## config.mk

```make
export PLATFORM = sky130hd
export DESIGN_NAME = filled_circle_rasterizer
export DESIGN_NICKNAME = d
export VERILOG_FILES = /design/src/rtl/core/fcr_pkg.sv /design/src/rtl/core/filled_circle_rasterizer.sv
export SDC_FILE = /design/constraint.sdc
export NUM_CORES = 1
export LEC_CHECK = 0
export BUFFER_PORTS_ARGS = -buffer_cell sky130_fd_sc_hd__buf_4
export CORE_MARGIN = 2
export CORE_UTILIZATION = 50
export DETAILED_ROUTE_END_ITERATION = 8
export PLACE_DENSITY = 0.7
export SYNTH_ARGS = -nofsm -noshare
export SYNTH_HDL_FRONTEND = slang
export SYNTH_SLANG_ARGS = --single-unit
```

## constraint.sdc

```tcl
create_clock -name clk_i -period 8.9 [get_ports clk_i]
set_clock_uncertainty 0.2 [all_clocks]
set_input_delay 1.335 -clock clk_i [delete_from_list [all_inputs] [get_ports clk_i]]
set_output_delay 1.335 -clock clk_i [all_outputs]
set_load 0.01 [all_outputs]
```

## src/rtl/core/fcr_pkg.sv

```systemverilog
package fcr_pkg;

  localparam int unsigned CoordW  = 16;
  localparam int unsigned RadiusW = 8;
  localparam int unsigned ColourW = 16;
  localparam int unsigned DecW    = 12;
  localparam int unsigned OctW    = 3;

  // largest ring the block will draw, a larger start radius saturates
  localparam int unsigned MaxRadius = 255;

  typedef logic signed [CoordW-1:0]  coord_t;
  typedef logic        [RadiusW-1:0] radius_t;
  typedef logic        [ColourW-1:0] colour_t;
  typedef logic signed [DecW-1:0]    dec_t;
  typedef logic        [OctW-1:0]    oct_t;

  // mirror codes, in emit order
  localparam oct_t OctPxPy = 3'd0;
  localparam oct_t OctPyPx = 3'd1;
  localparam oct_t OctNxPy = 3'd2;
  localparam oct_t OctPyNx = 3'd3;
  localparam oct_t OctNxNy = 3'd4;
  localparam oct_t OctNyNx = 3'd5;
  localparam oct_t OctPxNy = 3'd6;
  localparam oct_t OctNyPx = 3'd7;

  localparam oct_t OctLast = OctNyPx;

endpackage

```

## src/rtl/core/filled_circle_rasterizer.sv

```systemverilog
// filled circle rasterizer
//
// input channel (in_valid_i / in_stall_o): one beat per command. action_i = 1
// is a start: it latches centre, radius and colour and returns an empty
// result. action_i = 0 is an advance: it returns one pixel of the filled
// circle, or an empty result (pixel_valid_o = 0) when nothing is being drawn.
// a start during a drawing drops the old circle; a zero radius draws nothing.
// the circle is drawn as concentric Bresenham rings from the outer radius down
// to 1, eight mirrored points per step; last_pixel_o marks the final pixel.
//
// output channel (out_valid_o / out_stall_i): exactly one result beat per
// input beat, in order. a beat's result is registered and presented from the
// edge that accepts it on. throughput is one beat per cycle unless stalled,
// set by the single output register; the ring stepping (a few small adds and
// compares on the step registers) finishes in the same cycle as the command.
//
// while the receiver stalls, the held result stays put and in_stall_o rises
// only once the output register is full and not being taken.
// reset (rst_ni low) empties the output register and leaves the block idle.
module filled_circle_rasterizer (
  input  logic             clk_i,
  input  logic             rst_ni,
  input  logic             in_valid_i,
  output logic             in_stall_o,
  input  logic             action_i,
  input  fcr_pkg::coord_t  centre_x_i,
  input  fcr_pkg::coord_t  centre_y_i,
  input  fcr_pkg::radius_t radius_i,
  input  fcr_pkg::colour_t colour_i,
  output logic             out_valid_o,
  input  logic             out_stall_i,
  output logic             pixel_valid_o,
  output fcr_pkg::coord_t  pixel_x_o,
  output fcr_pkg::coord_t  pixel_y_o,
  output fcr_pkg::colour_t pixel_colour_o,
  output logic             last_pixel_o
);
  import fcr_pkg::*;

  // drawing state
  logic    busy_q, busy_d;
  coord_t  ctr_col_q, ctr_col_d;
  coord_t  ctr_row_q, ctr_row_d;
  colour_t colour_q, colour_d;
  radius_t ring_q, ring_d;
  radius_t sx_q, sx_d;
  radius_t sy_q, sy_d;
  dec_t    dec_q, dec_d;
  oct_t    oct_q, oct_d;

  // output register
  logic    ovalid_q;
  logic    pvalid_q, pvalid_d;
  coord_t  px_q, px_d;
  coord_t  py_q, py_d;
  colour_t pcol_q, pcol_d;
  logic    plast_q, plast_d;

  logic in_acc;

  // output register frees when empty or drained this cycle
  assign in_stall_o = ovalid_q & out_stall_i;
  assign in_acc     = in_valid_i & ~in_stall_o;

  // start radius, saturated
  radius_t start_r;
  assign start_r = (RadiusW'(MaxRadius) < radius_i) ? RadiusW'(MaxRadius) : radius_i;

  // mirrored offsets
  coord_t ox, oy, nx, ny, dx, dy;
  assign ox = coord_t'({{(CoordW-RadiusW){1'b0}}, sx_q});
  assign oy = coord_t'({{(CoordW-RadiusW){1'b0}}, sy_q});
  assign nx = -ox;
  assign ny = -oy;

  always_comb begin
    case (oct_q)
      OctPxPy: begin dx = ox; dy = oy; end
      OctPyPx: begin dx = oy; dy = ox; end
      OctNxPy: begin dx = nx; dy = oy; end
      OctPyNx: begin dx = oy; dy = nx; end
      OctNxNy: begin dx = nx; dy = ny; end
      OctNyNx: begin dx = ny; dy = nx; end
      OctPxNy: begin dx = ox; dy = ny; end
      default: begin dx = ny; dy = ox; end
    endcase
  end

  // Bresenham step, done after the eighth mirror
  logic signed [DecW:0] inc_lt, inc_ge;
  logic [RadiusW:0]     nsx, nsy;
  logic                 dec_neg;

  assign dec_neg = dec_q[DecW-1];
  assign inc_lt  = (DecW+1)'(signed'({1'b0, sx_q, 2'b00})) + (DecW+1)'(6);
  assign inc_ge  = (DecW+1)'(signed'({1'b0, sx_q, 2'b00}))
                 - (DecW+1)'(signed'({1'b0, sy_q, 2'b00})) + (DecW+1)'(10);
  assign nsx     = {1'b0, sx_q} + 1'b1;
  assign nsy     = dec_neg ? {1'b0, sy_q} : ({1'b0, sy_q} - 1'b1);

  // initial decision of a ring: 3 - 2r
  function automatic dec_t ring_dec(radius_t r);
    ring_dec = dec_t'(3) - dec_t'({r, 1'b0});
  endfunction

  always_comb begin
    busy_d    = busy_q;
    ctr_col_d = ctr_col_q;
    ctr_row_d = ctr_row_q;
    colour_d  = colour_q;
    ring_d    = ring_q;
    sx_d      = sx_q;
    sy_d      = sy_q;
    dec_d     = dec_q;
    oct_d     = oct_q;
    pvalid_d  = 1'b0;
    px_d      = '0;
    py_d      = '0;
    pcol_d    = '0;
    plast_d   = 1'b0;

    if (action_i) begin
      // start beat
      ctr_col_d = centre_x_i;
      ctr_row_d = centre_y_i;
      colour_d  = colour_i;
      ring_d    = start_r;
      oct_d     = '0;
      sx_d      = '0;
      if (start_r == '0) begin
        busy_d = 1'b0;
        sy_d   = '0;
        dec_d  = '0;
      end else begin
        busy_d = 1'b1;
        sy_d   = start_r;
        dec_d  = ring_dec(start_r);
      end
    end else if (busy_q) begin
      pvalid_d = 1'b1;
      px_d     = ctr_col_q + dx;
      py_d     = ctr_row_q + dy;
      pcol_d   = colour_q;
      oct_d    = oct_q + 1'b1;
      if (oct_q == OctLast) begin
        dec_d = dec_neg ? dec_q + dec_t'(inc_lt) : dec_q + dec_t'(inc_ge);
        sx_d  = nsx[RadiusW-1:0];
        sy_d  = nsy[RadiusW-1:0];
        if (nsx > nsy) begin
          // ring done, move inward
          ring_d = ring_q - 1'b1;
          if (ring_q == RadiusW'(1)) begin
            busy_d  = 1'b0;
            plast_d = 1'b1;
            sx_d    = '0;
            sy_d    = '0;
            dec_d   = '0;
          end else begin
            sx_d  = '0;
            sy_d  = ring_q - 1'b1;
            dec_d = ring_dec(ring_q - 1'b1);
          end
        end
      end
    end
  end

  always_ff @(posedge clk_i or negedge rst_ni) begin
    if (!rst_ni) begin
      busy_q    <= 1'b0;
      ctr_col_q <= '0;
      ctr_row_q <= '0;
      colour_q  <= '0;
      ring_q    <= '0;
      sx_q      <= '0;
      sy_q      <= '0;
      dec_q     <= '0;
      oct_q     <= '0;
      ovalid_q  <= 1'b0;
    end else begin
      if (in_acc) begin
        busy_q    <= busy_d;
        ctr_col_q <= ctr_col_d;
        ctr_row_q <= ctr_row_d;
        colour_q  <= colour_d;
        ring_q    <= ring_d;
        sx_q      <= sx_d;
        sy_q      <= sy_d;
        dec_q     <= dec_d;
        oct_q     <= oct_d;
        ovalid_q  <= 1'b1;
      end else if (!out_stall_i) begin
        ovalid_q  <= 1'b0;
      end
    end
  end

  // result payload, loaded with each accepted beat
  always_ff @(posedge clk_i) begin
    if (in_acc) begin
      pvalid_q <= pvalid_d;
      px_q     <= px_d;
      py_q     <= py_d;
      pcol_q   <= pcol_d;
      plast_q  <= plast_d;
    end
  end

  assign out_valid_o    = ovalid_q;
  assign pixel_valid_o  = pvalid_q;
  assign pixel_x_o      = px_q;
  assign pixel_y_o      = py_q;
  assign pixel_colour_o = pcol_q;
  assign last_pixel_o   = plast_q;

endmodule
```

; Word-level counts from Yosys, hierarchy flattened
; Cells that the tools add are included.
; Widths: inputs -> output; s select.
[op_classes]
n_addsub = 15
n_lt_le_gt_ge = 2
eq_ne = 9
n_mux = 37
bitwise_logic = 6
reduce_logical = 17
[op_table]
columns = operator, count
row1 = $mux 8, 15
row2 = $pmux 16 s3, 2
row3 = $mux 12, 7
row4 = $add 16x16->16, 2
row5 = $neg 8->16, 2
row6 = $add 12x12->12, 2
row7 = $sub 2x9->10 const A, 2
row8 = $reduce_or 2->1, 7
row9 = $add 11x5->12 const B, 1
row10 = $eq 3x3->1 const B, 4
row11 = $add 10x3->11 const B, 1
row12 = $sub 10x10->11, 1
row13 = $mux 1, 10
row14 = $add 8x1->9 const B, 1
row15 = $gt 9x9->1, 1
row16 = $mux 9, 1
row17 = $sub 8x1->9 const B, 1
row18 = $eq 8x1->1 const B, 1
row19 = $logic_not 8->1, 1
row20 = $lt 8x8->1 const A, 1
row21 = $sub 8x1->8 const B, 1
row22 = $eq 3x2->1 const B, 2
row23 = $mux 3, 2
row24 = $reduce_bool 2->1, 3
row25 = other kinds (10), 15
[totals]
ff_bits = 139
input_bits = 61
out_inout_bits = 52
word_cells = 101

; Logic depth before layout (Yosys ltp)
[depth]
word_depth = 8
depth_mapped = 17
ltp_nobuf = 17

; Least setup slack after synthesis
; OpenSTA, ideal clock, no wires.
[synth_timing]
path_kind = reg2reg
startpoint = register sx_q[0]
endpoint = register px_q[14], in the netlist pixel_x_o[14] (data pin)
setup_ns = 0.266
arrival_time_ns = 3.515
required_time_ns = 8.434
slack_ns = 4.919
stages_incl_launch_ff = 17
path_buffers = 0
period_less_slack_ns = 3.981
path_cell_list = dfrtp_1 or3_1 or3_1 nor3_1 ha_1 nand2_1 o21ai_0 mux2i_1 a21oi_1 ha_1 or3_1 or3_4 nor2_1 nor3_1 o31a_1 xnor2_1 nor2_1
[synth_via]
elab_chain_len = 3
[synth_lines]
columns = item, line
row1 = "start, declared", filled_circle_rasterizer.sv:46  ; radius_t sx_q, sx_d;
row2 = "start signal, assigned", filled_circle_rasterizer.sv:175  ; sx_q <= '0;
row3 = "start signal, assigned", filled_circle_rasterizer.sv:187  ; sx_q <= sx_d;
row4 = $neg 8->16, filled_circle_rasterizer.sv:73  ; assign nx = -ox;
row5 = $pmux 16 s3 *, filled_circle_rasterizer.sv:77  ; case (oct_q)
row6 = $add 16x16->16 *, filled_circle_rasterizer.sv:141  ; px_d = ctr_col_q + dx;
row7 = "end signal, assigned", filled_circle_rasterizer.sv:202  ; px_q <= px_d;
row8 = "end, declared", filled_circle_rasterizer.sv:54  ; coord_t px_q, px_d;
; Mark *: on every way between the ends. The rest lies on a longest branch, timed or not.
; A chain may end at the register's enable or synchronous reset.

; Worst setup path in the final report
[layout_timing]
startpoint = register oct_q[2]
endpoint = register py_q[14], in the netlist pixel_y_o[14] (data pin)
[layout_via]
elab_chain_len = 4
elab_cells_between_ends = 11
classes_between = add/sub (1) / eq/ne (5) / mux (1) / reduce/logical (4)
[layout_lines]
columns = item, line
row1 = "start, declared", filled_circle_rasterizer.sv:49  ; oct_t oct_q, oct_d;
row2 = "start signal, assigned", filled_circle_rasterizer.sv:190  ; oct_q <= oct_d;
row3 = $eq 3x3->1 (tied with other cells), filled_circle_rasterizer.sv:77
row4 = $reduce_or 2->1 (no line), --
row5 = $pmux 16 s3 *, filled_circle_rasterizer.sv:77
row6 = $add 16x16->16 *, filled_circle_rasterizer.sv:142  ; py_d = ctr_row_q + dy;
row7 = "end signal, assigned", filled_circle_rasterizer.sv:203  ; py_q <= py_d;
row8 = "end, declared", filled_circle_rasterizer.sv:55  ; coord_t py_q, py_d;
; Marked as above.

==> impl_metrics.csv <==
group,metric,value,unit
global_routing,grt_antenna_before_repair,0,
synthesis,synth_common_cells,"212 x nand2_1, 94 x nor2_1, 89 x ha_1",
detailed_routing,drtPass1Iterations,7,
final_layout,n_antenna_cell,0,
global_routing,grt_use_met1,0.3461,
cts,cts_resized,0,
sta,hold_viol_final,0,
final_layout,layout-drive-gt1-share,0.1457,
sta,rsz0062_at_grt,"false",
floorplan,die-height,144.6,um
cts,cts.clk_slew.worst_paths,70,ps
synthesis,netlist_instances,1134,
cts,worstSkewPairLatency,430,ps
setup_path,r2r_slack,3880,ps
global_routing,grt_pass1_vias,7969,
synthesis,ys_seq_area_frac,0.3747,
synthesis,synth_area_per_cell,8.716,um^2
cts,htreeDepth,4,
cts,cts_hold_buffers,0,
setup_path,regToRegStartpoint,"oct_q[2]",
global_routing,grt_use_met2,0.4143,
detailed_routing,wl_per_cell,17.13,um
synthesis,synth_area_leaders,"dfrtp_1 22%, edfxtp_1 15%, ha_1 11%",
min_path,hold_path.class,"flop to flop",
synthesis,ys_types,77,
placement,io_buffers,112,
setup_path,start_kind,"flop",
setup_path,crit_path_end_kind,"flop",
power_and_ir_drop,power_density,232.6,nW/um^2
floorplan,start_util,0.5079,
cts,cts_root_buf,"clkbuf_16",
power_and_ir_drop,p_leak,5.210,nW
synthesis,synth_edf_count,50,
detailed_routing,wl,25700,um
final_layout,regArea,3704,um^2
setup_path,critPathLaunch,"oct_q[2]",
floorplan,die_w,144.6,um
placement,place_congestion,0.9484,
synthesis,yosys_register_bits,138,
synthesis,synth_fp_nets,1289,
placement,hpwl,18900,um
setup_path,cp_max_fo,15,
floorplan,rows,51,
synthesis,ys.flop_type,"dfrtp_1",
sta,finalSetupTns,0,ps
cts,clockBufferDepth,2,
detailed_routing,vias_per_cell,5.649,
synthesis,yosys_warnings,0,
cts,cts.sinks,138,
detailed_routing,num_vias,8474,
final_layout,fillers,1722,
detailed_routing,route.detailed.drc,0,
setup_path,cp.required,8870,ps
floorplan,core_area,19460,um^2
sta,worst_pin_slew,1160,ps
final_layout,post-route-util,0.5905,
cts,cts_tree,"done",
sta,min_period,5017,ps
final_layout,syn2layout_area_growth,16.27,%
global_routing,grt_start_max_net_pins,71,
sta,setup_viol,0,
setup_path,cp-endpoint,"pixel_y_o[14]",
floorplan,num_io_pins,113,
power_and_ir_drop,peakVddDrop,0.1847,mV
status,status,"completed",
cts,cts_made_buffers,17,
final_layout,nets,1377,
global_routing,grt.busiest_layer,"met2",
synthesis,synth_top_area_frac,0.2228,
detailed_routing,final_antenna_net_count,0,
setup_path,r2r_end,"pixel_y_o[14]",
synthesis,synthMostInstantiatedCell,"nand2_1",
setup_path,r2r_cells,14,
sta,period_share,0.5637,
detailed_routing,drt_iter0_markers,624,
sta,fmax,199.3,MHz
setup_path,arrival,4990,ps
global_routing,use_met3,0.03543,
global_routing,grt_remaining_overflow,0,
floorplan,die_area,20910,um^2
setup_path,crit_type,"flop to flop",
final_layout,multi_input_area,5832,um^2
synthesis,syn_area,9884,um^2
job,cap_violations,0,
sta,slew_violations,0,
global_routing,track_usage,0.2523,
global_routing,grt_pass1_wl,41110,um
cts,post_cts_buffers,0,
synthesis,synthArstFlopShare,0.6377,
synthesis,yosysTopAreaCell,"dfrtp_1",
sta,timing.slew.headroom,0.2195,
==> cells by family (layout without fill, tap and decap cells) <==
| kind of cell | Yosys count | count (layout) | synth area share |
|---|---|---|---|
| flip-flops | 138 | 138 | 0.3747 |
| buffers and inverters | 95 | 196 | 0.03645 |
| AND/OR/NAND/NOR | 448 | 448 | 0.2065 |
| multiplexers | 18 | 18 | 0.01873 |
| XOR/XNOR | 76 | 76 | 0.06734 |
| AO/OA/AOI/OAI | 265 | 265 | 0.1735 |
| adder cells (fa/ha/maj) | 94 | 94 | 0.1228 |
==> worst min path at each step <==
| stage | from | endpoint | slack (ps) | cells after the start |
|---|---|---|---|---|
| detailed placement | colour_q[7] | colour_q[7] | 260 | 2 |
| global placement | colour_q[9] | colour_q[9] | 250 | 2 |
| floorplan | colour_q[0] | colour_q[0] | 240 | 2 |
| CTS | colour_q[7] | colour_q[7] | 280 | 2 |
| finish | colour_q[7] | colour_q[7] | 270 | 2 |
| global route | colour_q[0] | colour_q[0] | 300 | 2 |
==> worst max-delay path: stages (launching register included) <==
cell and delay [ps]:
dfrtp_1 680, inv_1 150, ha_1 260, a21oi_1 750
nand2_1 250, o21ai_0 320, inv_1 100, fa_1 410
and2b_1 240, o21a_1 130, o21ai_0 150, a2111oi_0 680
o21ai_0 220, xor2_1 160, nor2_1 50
==> where the power goes <==
part	switching, W	leakage, nW	internal (W)	total (W)
Combinational	0.000656	3.34	0.000496	0.00115
Sequential	0.0000846	1.59	0.000760	0.000844
Clock	0.000310	0.280	0.000367	0.000677
Total	0.00105	5.21	0.00162	0.00267
==> metrics by stage <==
stage	instance area, um^2	cells	setup slack [ps]	power, W	hold WS [ps]
finish	11490	1500	3883	0.002673	270.7
global route	11490	1500	3389	0.002866	298.6
CTS	11490	1500	3868	0.002676	275.5
detailed placement	10930	1468	3873	0.001993	259.3
global placement	10930	1468	4049	0.001974	249.1
floorplan	9884	1134	4919	0.001700	237.4
==> cell type report <==
| class | instances | share of cell area |
|---|---|---|
| Sequential cell | 138 | 0.3223 |
| Multi-Input combinational cell | 901 | 0.5075 |
| Clock buffer | 17 | 0.03702 |
| Tap cell | 265 | 0.02885 |
| Inverter | 44 | 0.01437 |
| Clock inverter | 15 | 0.01165 |
| Timing Repair Buffer | 120 | 0.07839 |
==> routing by layer <==
layer	wire length, um	vias up	share of wire
met2	12270	263	0.48
li1	-	4198	-
met5	0	-	0
met3	1512	42	0.059
met1	11380	3971	0.44
met4	540	0	0.021
==> cells in the final DEF, fill, tap and decap left out, drive strengths merged, types with 6 or more instances in the layout <==
cell type,instances
nor2b,10
mux2i,14
edfxtp,50
dfrtp,88
o31ai,6
and2,21
nor2,94
xor2,29
nand2,212
buf,120
nor3,41
clkinv,7
nand3,20
a21oi,68
nand2b,9
o21ai,74
o221ai,11
inv,52
xnor2,47
or3,12
ha,89
o22ai,23
clkbuf,17
o21a,14
a21o,11
a22o,6
==> flip-flops by register name, indices dropped and copies added, names as in the netlist, 11 cells and up <==
| register | cells |
|---|---|
| dec_q | 11 |
| pixel_x_o | 16 |
| pixel_y_o | 16 |
| pixel_colour_o | 16 |
| ctr_row_q | 16 |
| colour_q | 16 |
| ctr_col_q | 16 |
(Power assumes the default switching activity.)
